### src/rtl/friend_graph_flood_reach_defines.svh
// ----------------------------------------------------------------------------
// friend_graph_flood_reach_defines: assertion macros
// Shared assertion wrappers, clocked on clk_i, reported through $error.
// ----------------------------------------------------------------------------
`ifndef FRIEND_GRAPH_FLOOD_REACH_DEFINES_SVH
`define FRIEND_GRAPH_FLOOD_REACH_DEFINES_SVH

// property checked only while out of reset
`define FGFR_ASSERT(label, prop, msg) \
  label: assert property (@(posedge clk_i) disable iff (!rst_ni) prop) else $error(msg);

// property that also holds while reset is applied
`define FGFR_ASSERT_NR(label, prop, msg) \
  label: assert property (@(posedge clk_i) prop) else $error(msg);

`endif

### src/rtl/fgfr_pkg.sv
// ----------------------------------------------------------------------------
// fgfr_pkg: shared types and constants
// Default node count, fixed field widths and the result record.
// ----------------------------------------------------------------------------
package fgfr_pkg;

  // default number of node slots
  localparam int NodesDef = 32;

  // width of a node field on the ports
  localparam int NodeW = 5;

  // one result record, strobe marks the cycle it is on the ports
  typedef struct packed {
    logic             strobe;
    logic [NodeW-1:0] node;
    logic             valid;
    logic             last;
  } fgfr_result_t;

endpackage

### src/rtl/fgfr_adj_mem.sv
// ----------------------------------------------------------------------------
// fgfr_adj_mem: adjacency row memory
// One row per node, one write and one registered read port; a row never
// written since reset reads as zero through a per-row valid flag.
// ----------------------------------------------------------------------------
module fgfr_adj_mem #(
  parameter int NODES = fgfr_pkg::NodesDef
) (
  input  logic                       clk_i,
  input  logic                       rst_ni,
  input  logic [$clog2(NODES)-1:0]   rd_addr_i,
  output logic [NODES-1:0]           rd_data_o,
  input  logic                       wr_en_i,
  input  logic [$clog2(NODES)-1:0]   wr_addr_i,
  input  logic [NODES-1:0]           wr_data_i
);
  logic [NODES-1:0] mem [NODES];
  logic [NODES-1:0] row_valid_q;
  logic [NODES-1:0] rdata_q;
  logic             rvalid_q;

  // row storage and registered read data
  always_ff @(posedge clk_i) begin
    if (wr_en_i) begin
      mem[wr_addr_i] <= wr_data_i;
    end
    rdata_q <= mem[rd_addr_i];
  end

  // per-row written flags, cleared at reset
  always_ff @(posedge clk_i or negedge rst_ni) begin
    if (!rst_ni) begin
      row_valid_q <= '0;
      rvalid_q    <= 1'b0;
    end else begin
      if (wr_en_i) begin
        row_valid_q[wr_addr_i] <= 1'b1;
      end
      rvalid_q <= row_valid_q[rd_addr_i];
    end
  end

  // unwritten rows read as empty
  assign rd_data_o = rvalid_q ? rdata_q : '0;

endmodule

### src/rtl/fgfr_stack_mem.sv
// ----------------------------------------------------------------------------
// fgfr_stack_mem: walk stack memory
// Holds (node, next index to scan) per depth level, one write and one
// registered read port.
// ----------------------------------------------------------------------------
module fgfr_stack_mem #(
  parameter int NODES = fgfr_pkg::NodesDef
) (
  input  logic                       clk_i,
  input  logic                       wr_en_i,
  input  logic [$clog2(NODES)-1:0]   wr_addr_i,
  input  logic [$clog2(NODES)-1:0]   wr_node_i,
  input  logic [$clog2(NODES):0]     wr_next_i,
  input  logic [$clog2(NODES)-1:0]   rd_addr_i,
  output logic [$clog2(NODES)-1:0]   rd_node_o,
  output logic [$clog2(NODES):0]     rd_next_o
);
  localparam int NW = $clog2(NODES);
  localparam int CW = NW + 1;

  logic [NW+CW-1:0] mem [NODES];
  logic [NW+CW-1:0] rdata_q;

  // entry storage and registered read
  always_ff @(posedge clk_i) begin
    if (wr_en_i) begin
      mem[wr_addr_i] <= {wr_node_i, wr_next_i};
    end
    rdata_q <= mem[rd_addr_i];
  end

  assign rd_node_o = rdata_q[NW+CW-1:CW];
  assign rd_next_o = rdata_q[CW-1:0];

endmodule

### src/rtl/fgfr_ctrl.sv
// ----------------------------------------------------------------------------
// fgfr_ctrl: command sequencer
// Runs edge inserts as read-modify-write of two adjacency rows and the
// depth-first walk over the adjacency and stack memories.
// ----------------------------------------------------------------------------
`include "friend_graph_flood_reach_defines.svh"

module fgfr_ctrl #(
  parameter int NODES = fgfr_pkg::NodesDef
) (
  input  logic                          clk_i,
  input  logic                          rst_ni,
  input  logic                          start,
  output logic                          busy,
  input  logic                          mode_i,
  input  logic [fgfr_pkg::NodeW-1:0]    node_a_i,
  input  logic [fgfr_pkg::NodeW-1:0]    node_b_i,
  output fgfr_pkg::fgfr_result_t        res_o,
  output logic [$clog2(NODES)-1:0]      adj_rd_addr_o,
  input  logic [NODES-1:0]              adj_rd_data_i,
  output logic                          adj_we_o,
  output logic [$clog2(NODES)-1:0]      adj_wa_o,
  output logic [NODES-1:0]              adj_wd_o,
  output logic                          stk_we_o,
  output logic [$clog2(NODES)-1:0]      stk_wa_o,
  output logic [$clog2(NODES)-1:0]      stk_wnode_o,
  output logic [$clog2(NODES):0]        stk_wnext_o,
  output logic [$clog2(NODES)-1:0]      stk_ra_o,
  input  logic [$clog2(NODES)-1:0]      stk_rd_node_i,
  input  logic [$clog2(NODES):0]        stk_rd_next_i
);
  import fgfr_pkg::*;

  localparam int NW = $clog2(NODES);
  localparam int CW = NW + 1;
  localparam logic [NODES-1:0] One = NODES'(1);

  typedef enum logic [2:0] {
    IDLE,
    ADD_WA,
    ADD_WB,
    SCAN,
    POP
  } state_e;

  state_e         state_q, state_d;
  logic [NW-1:0]  cur_q, cur_d;
  logic [NW-1:0]  oth_q, oth_d;
  logic [CW-1:0]  next_q, next_d;
  logic [NW-1:0]  sp_q, sp_d;
  logic [NODES-1:0] visited_q, visited_d;
  logic [NW-1:0]  pend_node_q, pend_node_d;
  logic           pend_have_q, pend_have_d;
  fgfr_result_t   res_q, res_d;

  logic           a_ok, b_ok;
  logic [NODES-1:0] ge_mask;
  logic [NODES-1:0] cand;
  logic           found;
  logic [NW-1:0]  idx;
  logic           push;

  // port range checks
  assign a_ok = (32'(node_a_i) < 32'(NODES));
  assign b_ok = (32'(node_b_i) < 32'(NODES));

  // neighbors at or above the scan position that are not yet visited
  always_comb begin
    for (int k = 0; k < NODES; k++) begin
      ge_mask[k] = (CW'(k) >= next_q);
    end
  end
  assign cand = adj_rd_data_i & ~visited_q & ge_mask;

  // lowest candidate index
  always_comb begin
    found = 1'b0;
    idx   = '0;
    for (int k = NODES - 1; k >= 0; k--) begin
      if (cand[k]) begin
        found = 1'b1;
        idx   = NW'(k);
      end
    end
  end

  assign push = (state_q == SCAN) && found && (sp_q != NW'(NODES - 1));

  // next-state and memory port logic
  always_comb begin
    state_d       = state_q;
    cur_d         = cur_q;
    oth_d         = oth_q;
    next_d        = next_q;
    sp_d          = sp_q;
    visited_d     = visited_q;
    pend_node_d   = pend_node_q;
    pend_have_d   = pend_have_q;
    res_d         = '0;
    adj_rd_addr_o = cur_q;
    adj_we_o      = 1'b0;
    adj_wa_o      = cur_q;
    adj_wd_o      = adj_rd_data_i;
    stk_we_o      = 1'b0;
    stk_wa_o      = sp_q;
    stk_wnode_o   = cur_q;
    stk_wnext_o   = CW'(idx) + 1'b1;
    stk_ra_o      = sp_q - 1'b1;

    unique case (state_q)
      IDLE: begin
        adj_rd_addr_o = NW'(node_a_i);
        if (start) begin
          if (!mode_i) begin
            if (a_ok && b_ok) begin
              cur_d   = NW'(node_a_i);
              oth_d   = NW'(node_b_i);
              state_d = ADD_WA;
            end
          end else if (a_ok) begin
            visited_d   = One << NW'(node_a_i);
            cur_d       = NW'(node_a_i);
            next_d      = '0;
            sp_d        = '0;
            pend_have_d = 1'b0;
            state_d     = SCAN;
          end else begin
            // source out of range: single empty result
            res_d.strobe = 1'b1;
            res_d.last   = 1'b1;
          end
        end
      end

      // row a is on the read port; row b read in the same cycle sees the
      // old row, which gives the same final row when both ends match
      ADD_WA: begin
        adj_we_o      = 1'b1;
        adj_wa_o      = cur_q;
        adj_wd_o      = adj_rd_data_i | (One << oth_q);
        adj_rd_addr_o = oth_q;
        state_d       = ADD_WB;
      end

      ADD_WB: begin
        adj_we_o = 1'b1;
        adj_wa_o = oth_q;
        adj_wd_o = adj_rd_data_i | (One << cur_q);
        state_d  = IDLE;
      end

      SCAN: begin
        if (push) begin
          // descend: save parent with resume index, fetch child row
          stk_we_o      = 1'b1;
          sp_d          = sp_q + 1'b1;
          visited_d     = visited_q | (One << idx);
          cur_d         = idx;
          next_d        = '0;
          adj_rd_addr_o = idx;
          if (pend_have_q) begin
            res_d.strobe = 1'b1;
            res_d.node   = NodeW'(pend_node_q);
            res_d.valid  = 1'b1;
          end
          pend_node_d = idx;
          pend_have_d = 1'b1;
        end else if (sp_q != '0) begin
          // backtrack: parent entry read this cycle
          sp_d    = sp_q - 1'b1;
          state_d = POP;
        end else begin
          // walk done: flush held result as the last one
          res_d.strobe = 1'b1;
          res_d.last   = 1'b1;
          res_d.valid  = pend_have_q;
          res_d.node   = pend_have_q ? NodeW'(pend_node_q) : '0;
          pend_have_d  = 1'b0;
          state_d      = IDLE;
        end
      end

      POP: begin
        cur_d         = stk_rd_node_i;
        next_d        = stk_rd_next_i;
        adj_rd_addr_o = stk_rd_node_i;
        state_d       = SCAN;
      end

      default: state_d = IDLE;
    endcase
  end

  // state and registered outputs
  always_ff @(posedge clk_i or negedge rst_ni) begin
    if (!rst_ni) begin
      state_q     <= IDLE;
      cur_q       <= '0;
      oth_q       <= '0;
      next_q      <= '0;
      sp_q        <= '0;
      visited_q   <= '0;
      pend_node_q <= '0;
      pend_have_q <= 1'b0;
      res_q       <= '0;
    end else begin
      state_q     <= state_d;
      cur_q       <= cur_d;
      oth_q       <= oth_d;
      next_q      <= next_d;
      sp_q        <= sp_d;
      visited_q   <= visited_d;
      pend_node_q <= pend_node_d;
      pend_have_q <= pend_have_d;
      res_q       <= res_d;
    end
  end

  assign busy  = (state_q != IDLE);
  assign res_o = res_q;

  // checks
  `FGFR_ASSERT(a_mid_in_walk, (res_q.strobe && !res_q.last) |-> (state_q == SCAN), "non-final result outside walk")
  `FGFR_ASSERT_NR(a_empty_is_last, (res_q.strobe && !res_q.valid) |-> res_q.last, "empty result not last")
  `FGFR_ASSERT(a_cur_visited, (state_q == SCAN) |-> visited_q[cur_q], "scanned node not visited")
  `FGFR_ASSERT(a_push_depth, push |=> (sp_q == $past(sp_q) + 1'b1), "stack depth not advanced")
  `FGFR_ASSERT(a_idle_clean, (state_q == IDLE) |-> !pend_have_q, "held result left in idle")

endmodule

### src/rtl/friend_graph_flood_reach.sv
// ----------------------------------------------------------------------------
// friend_graph_flood_reach: depth-first reach over a friendship graph
// Symmetric bit adjacency memory with edge insert and depth-first flood
// from a source node, reporting reached nodes in preorder.
// ----------------------------------------------------------------------------
//  channel   direction  transfer when               payload
//  command   in         start && !busy              mode_i, node_a_i, node_b_i
//  result    out        result_valid_o (1 cycle)    reached_node_o,
//                                                   reached_valid_o, last_o
//
//  add: busy while row a and then row b are rewritten.
//  flood: busy until the walk ends; each descent is a SCAN step and each
//  backtrack a SCAN then a POP step, set by the registered reads of
//  the adjacency and stack memories. Each result is delayed by one descent
//  so the final one carries last; the final strobe shows as busy drops.
//  reset clears the adjacency memory at once through per-row flags.
//  the receiver cannot stall; results are never held.
// ----------------------------------------------------------------------------
module friend_graph_flood_reach #(
  parameter int NODES = fgfr_pkg::NodesDef
) (
  input  logic                        clk_i,
  input  logic                        rst_ni,
  input  logic                        start,
  output logic                        busy,
  input  logic                        mode_i,
  input  logic [fgfr_pkg::NodeW-1:0]  node_a_i,
  input  logic [fgfr_pkg::NodeW-1:0]  node_b_i,
  output logic                        result_valid_o,
  output logic [fgfr_pkg::NodeW-1:0]  reached_node_o,
  output logic                        reached_valid_o,
  output logic                        last_o
);
  import fgfr_pkg::*;

  localparam int NW = $clog2(NODES);
  localparam int CW = NW + 1;

  fgfr_result_t   res;
  logic [NW-1:0]  adj_rd_addr;
  logic [NODES-1:0] adj_rd_data;
  logic           adj_we;
  logic [NW-1:0]  adj_wa;
  logic [NODES-1:0] adj_wd;
  logic           stk_we;
  logic [NW-1:0]  stk_wa;
  logic [NW-1:0]  stk_wnode;
  logic [CW-1:0]  stk_wnext;
  logic [NW-1:0]  stk_ra;
  logic [NW-1:0]  stk_rd_node;
  logic [CW-1:0]  stk_rd_next;

  // sequencer
  fgfr_ctrl #(
    .NODES(NODES)
  ) u_ctrl (
    .clk_i         (clk_i),
    .rst_ni        (rst_ni),
    .start         (start),
    .busy          (busy),
    .mode_i        (mode_i),
    .node_a_i      (node_a_i),
    .node_b_i      (node_b_i),
    .res_o         (res),
    .adj_rd_addr_o (adj_rd_addr),
    .adj_rd_data_i (adj_rd_data),
    .adj_we_o      (adj_we),
    .adj_wa_o      (adj_wa),
    .adj_wd_o      (adj_wd),
    .stk_we_o      (stk_we),
    .stk_wa_o      (stk_wa),
    .stk_wnode_o   (stk_wnode),
    .stk_wnext_o   (stk_wnext),
    .stk_ra_o      (stk_ra),
    .stk_rd_node_i (stk_rd_node),
    .stk_rd_next_i (stk_rd_next)
  );

  // adjacency rows
  fgfr_adj_mem #(
    .NODES(NODES)
  ) u_adj_mem (
    .clk_i     (clk_i),
    .rst_ni    (rst_ni),
    .rd_addr_i (adj_rd_addr),
    .rd_data_o (adj_rd_data),
    .wr_en_i   (adj_we),
    .wr_addr_i (adj_wa),
    .wr_data_i (adj_wd)
  );

  // walk stack
  fgfr_stack_mem #(
    .NODES(NODES)
  ) u_stack_mem (
    .clk_i     (clk_i),
    .wr_en_i   (stk_we),
    .wr_addr_i (stk_wa),
    .wr_node_i (stk_wnode),
    .wr_next_i (stk_wnext),
    .rd_addr_i (stk_ra),
    .rd_node_o (stk_rd_node),
    .rd_next_o (stk_rd_next)
  );

  // result ports
  assign result_valid_o  = res.strobe;
  assign reached_node_o  = res.node;
  assign reached_valid_o = res.valid;
  assign last_o          = res.last;

endmodule
### config.mk
export PLATFORM = sky130hd
export DESIGN_NAME = friend_graph_flood_reach
export DESIGN_NICKNAME = d
export VERILOG_FILES = /design/src/rtl/fgfr_pkg.sv /design/src/rtl/fgfr_adj_mem.sv /design/src/rtl/fgfr_stack_mem.sv /design/src/rtl/fgfr_ctrl.sv /design/src/rtl/friend_graph_flood_reach.sv
export VERILOG_INCLUDE_DIRS = /design/src /design/src/rtl
export SDC_FILE = /design/constraint.sdc
export NUM_CORES = 2
export LEC_CHECK = 0
export CAP_MARGIN = 25
export CORE_AREA = 2 2 318 320
export CTS_CLUSTER_SIZE = 28
export DETAILED_ROUTE_END_ITERATION = 10
export DIE_AREA = 0 0 320 322
export DONT_BUFFER_PORTS = 1
export MAX_ROUTING_LAYER = met4
export PLACE_DENSITY_LB_ADDON = 0.12
export SYNTH_ARGS = -nofsm -noshare
export SYNTH_HDL_FRONTEND = slang
export SYNTH_SLANG_ARGS = --single-unit
### constraint.sdc
create_clock -name clk_i -period 4.8 [get_ports clk_i]
set_input_delay 0.24 -clock clk_i [delete_from_list [all_inputs] [get_ports clk_i]]
set_output_delay 0.24 -clock clk_i [all_outputs]
set_load 0.1 [all_outputs]
==> run_results.csv <==
group,metric,value,unit
clocking,numCtsBuffers,150,
placed_design,post-place-ws,-40.4,ps
yosys,ys_ff_latch,1522,
die,io_pins,23,
timing,rsz0062_at_grt,"false",
clocking,clock_latency,770,ps
worst_setup_path,crit_start,"u_ctrl.next_q[5]",
clocking,cts-root-buf,"clkbuf_16",
pwr,ir_worst_vdd,0.000710,V
timing,tns,0,ps
drt,via_per_inst,6.91,
layout,layout_commonest_cell,"edfxtp_1",
grt,grt_use_total,0.375,
worst_setup_path,arrival,5290,ps
die,die_width,320,um
worst_setup_path,cp.depth,13,
worst_setup_path,ff2ff_path_depth,13,
die,die_h,322,um
yosys,synth_edf_count,1376,
worst_hold_path,min_path_type,"in2reg",
timing,finalHoldViolCount,0,
yosys,synth-seq-area-share,0.705,
worst_setup_path,critical_path.top_delay_family,"compound AO/OA/AOI/OAI gates",
outcome,status,"completed",
grt,grt_first_pass_wirelength,269000,um
timing,hold_slack,29.5,ps
worst_setup_path,worst-setup-path-type,"reg2reg",
drt,drcViolationCount,0,
yosys,ys_warn_count,0,
grt,grt_max_degree,104,
timing,setup_ws,135,ps
drt,drtAntennaViolNets,0,
timing,final_max_slew_viol_count,0,
yosys,synthFlopType,"edfxtp_1",
yosys,mappedNetlistArea,63500,um^2
worst_setup_path,regToRegEndpoint,"u_adj_mem.rvalid_q",
die,core_area,99600,um^2
placed_design,portBuffers,0,
worst_setup_path,critPathCaptureType,"register",
timing,skew,21.8,ps
timing,slew_headroom,0.263,
drt,dr.pass1.iters,8,
yosys,synth_area_leaders,"edfxtp_1 (65%), mux2i_1 (4.9%), nand2_1 (4.2%)",
yosys,yosys.area.top_type,"edfxtp_1",
drt,wire_per_inst,31.3,um
timing,fmax,0.214,GHz
worst_setup_path,r2r_start,"u_ctrl.next_q[5]",
clocking,cts_tree,"built",
worst_setup_path,critPathSlowestCell,"a21oi_1",
worst_setup_path,path_common_cell,"buf_4",
die,dieArea,103000,um^2
worst_setup_path,cp.required,5420,ps
worst_setup_path,regToRegSetupSlack,140,ps
layout,drive_above_1_share,0.168,
clocking,cts_buffer_depth,3,
drt,first_iter_violations,6402,
worst_setup_path,cp_max_fo,15,
pwr,powerDensity,800,nW/um^2
pwr,p_total,57.5,mW
pwr,p_leak,24.8,nW
worst_setup_path,startpoint_type,"register",
yosys,netlist.area_leader.share,0.651,
yosys,synth_cells,4372,
yosys,avgSynthCellArea,14.5,um^2
timing,setup_viol,0,
worst_setup_path,endpoint,"u_adj_mem.rvalid_q",
placed_design,globalplace.congestion,0.963,
yosys,syn-num-nets,4398,
drt,drt-total-wl,187000,um
worst_setup_path,slowest_delay,650,ps
timing,worst_pin_slew,1110,ps
yosys,synth_cell_type_count,92,
drt,vias,41200,
clocking,cts.sinks,1522,
worst_setup_path,path_cells,"buf_4, nor4bb_1, a22oi_1, o31a_2, a311o_1, o21ai_1, buf_4, a211oi_1, o21ai_2, nand3_2, buf_12, a21oi_1, nor4b_2",
die,start_util,0.637,
clocking,cts_max_level,4,
job,drv_cap,0,
clocking,path_clk_slew,70,ps
layout,final_cell_mix,"edfxtp_1 (1,376), nand2_1 (701), mux2i_1 (311)",
yosys,synthArstFlopShare,0.0677,
die,num_rows,116,
clocking,post_cts_buffers,0,
grt,grt_pass1_vias,39800,
worst_setup_path,crit_buf_inv,3,
grt,antenna_found_initial,8,
layout,synthToLayoutAreaGrowth,13.3,%
grt,overflow,0,
timing,fin_crit_sh,0.972,
layout,nets,4555,
placed_design,dp_hpwl,110000,um
timing,fin_crit,4660,ps
==> Yosys cell counts, types with 29 or more instances <==
cell / count
edfxtp_1: 1376
nand2_1: 707
mux2i_1: 311
nand3_1: 265
o22ai_1: 206
nor2_1: 152
clkbuf_1: 142
mux4_2: 110
dfrtp_1: 103
o21ai_0: 97
buf_2: 88
a21oi_1: 87
a22oi_1: 64
a32oi_1: 63
nor3_1: 53
a211oi_1: 45
dfxtp_1: 43
or2_2: 41
a32o_1: 29
==> worst min-delay path by stage <==
| stage | from | end | slack (ps) | cells past startpoint |
|---|---|---|---|---|
| CTS | start | u_ctrl.visited_q[28] | 10 | 4 |
| global route | start | u_ctrl.visited_q[29] | 60 | 4 |
| finish | start | u_ctrl.visited_q[9] | 30 | 4 |
| detailed placement | rst_ni | u_adj_mem.row_valid_q[22] | -30 | 0 |
| floorplan | rst_ni | u_adj_mem.row_valid_q[0] | -60 | 0 |
| global placement | rst_ni | u_adj_mem.row_valid_q[22] | -30 | 0 |
==> logic make-up after synthesis <==
family                   count (synthesis)  synth area share
multiplexers                           444            0.0924
adder cells (fa/ha/maj)                 12           0.00237
buffers and inverters                  311            0.0221
AND/OR/NAND/NOR                       1363             0.100
flip-flops                            1522             0.705
XOR/XNOR                                 6          0.000828
AO/OA/AOI/OAI                          714            0.0770
==> final cells by class <==
cell class                      count  area (um^2)
Sequential cell                  1522        44800
Timing Repair Buffer              287         2850
Antenna cell                        4         10.0
Inverter                           29          109
Fill cell                        6320        27600
Clock buffer                      210         4190
Tap cell                         1298         1620
Multi-Input combinational cell   2539        17800
Clock inverter                     67          539
==> metal layers <==
layer  up-vias  track usage  part of all wire
met5         -            -                 0
met4         0        0.196             0.058
met3       608       0.0744              0.11
met2      2903        0.568              0.46
met1     20400        0.486              0.37
li1      17300            -                 -
==> registers in the layout, indices dropped and copies added (netlist names) <==
register and count:
u_ctrl.next_q 6, u_ctrl.stk_wa_o 5, u_adj_mem.rvalid_q 1, u_ctrl.pend_have_q 1, u_stack_mem.mem 352, u_adj_mem.rdata_q 32
u_adj_mem.mem 1024, u_ctrl.visited_q 32, u_stack_mem.rdata_q 11, u_ctrl.state_q 3, u_ctrl.stk_wnode_o 5, u_ctrl.pend_node_q 5
u_adj_mem.row_valid_q 32, u_ctrl.res_o 8, u_ctrl.oth_q 5
==> where the power goes <==
| part | switching, mW | internal (mW) | total, mW |
|---|---|---|---|
| logic | 17.4 | 9.11 | 26.5 |
| clock network | 4.96 | 6.44 | 11.4 |
| registers | 1.12 | 18.5 | 19.6 |
==> worst register-to-register path, cell delays in order (launching register included) <==
cell and delay, ps:
dfrtp_1 540, buf_4 270, nor4bb_1 400, a22oi_1 180, o31a_2 200, a311o_1 370, o21ai_1 380, buf_4 220
a211oi_1 60, o21ai_2 350, nand3_2 420, buf_12 310, a21oi_1 680, nor4b_2 130
==> through the flow <==
step / instances / instance area, um^2 / utilization
2_1_floorplan: 4372 / 63500 / -
3_3_place_gp: 5647 / 66800 / 0.671
3_5_place_dp: 5647 / 66800 / 0.671
4_1_cts: 5950 / 71900 / 0.722
5_1_grt: 5956 / 71900 / 0.722
6_report: 5956 / 71900 / 0.722
==> what timing repair did <==
action | 4_1_cts | 5_1_grt
hold buffers | 26 | 0
hold endpoints to repair | 152 | 0
gates resized for setup | 2 | 8
setup endpoints to repair | 2 | 9
pin swaps | 0 | 0
No activity file was read; power rests on OpenSTA's default activity.
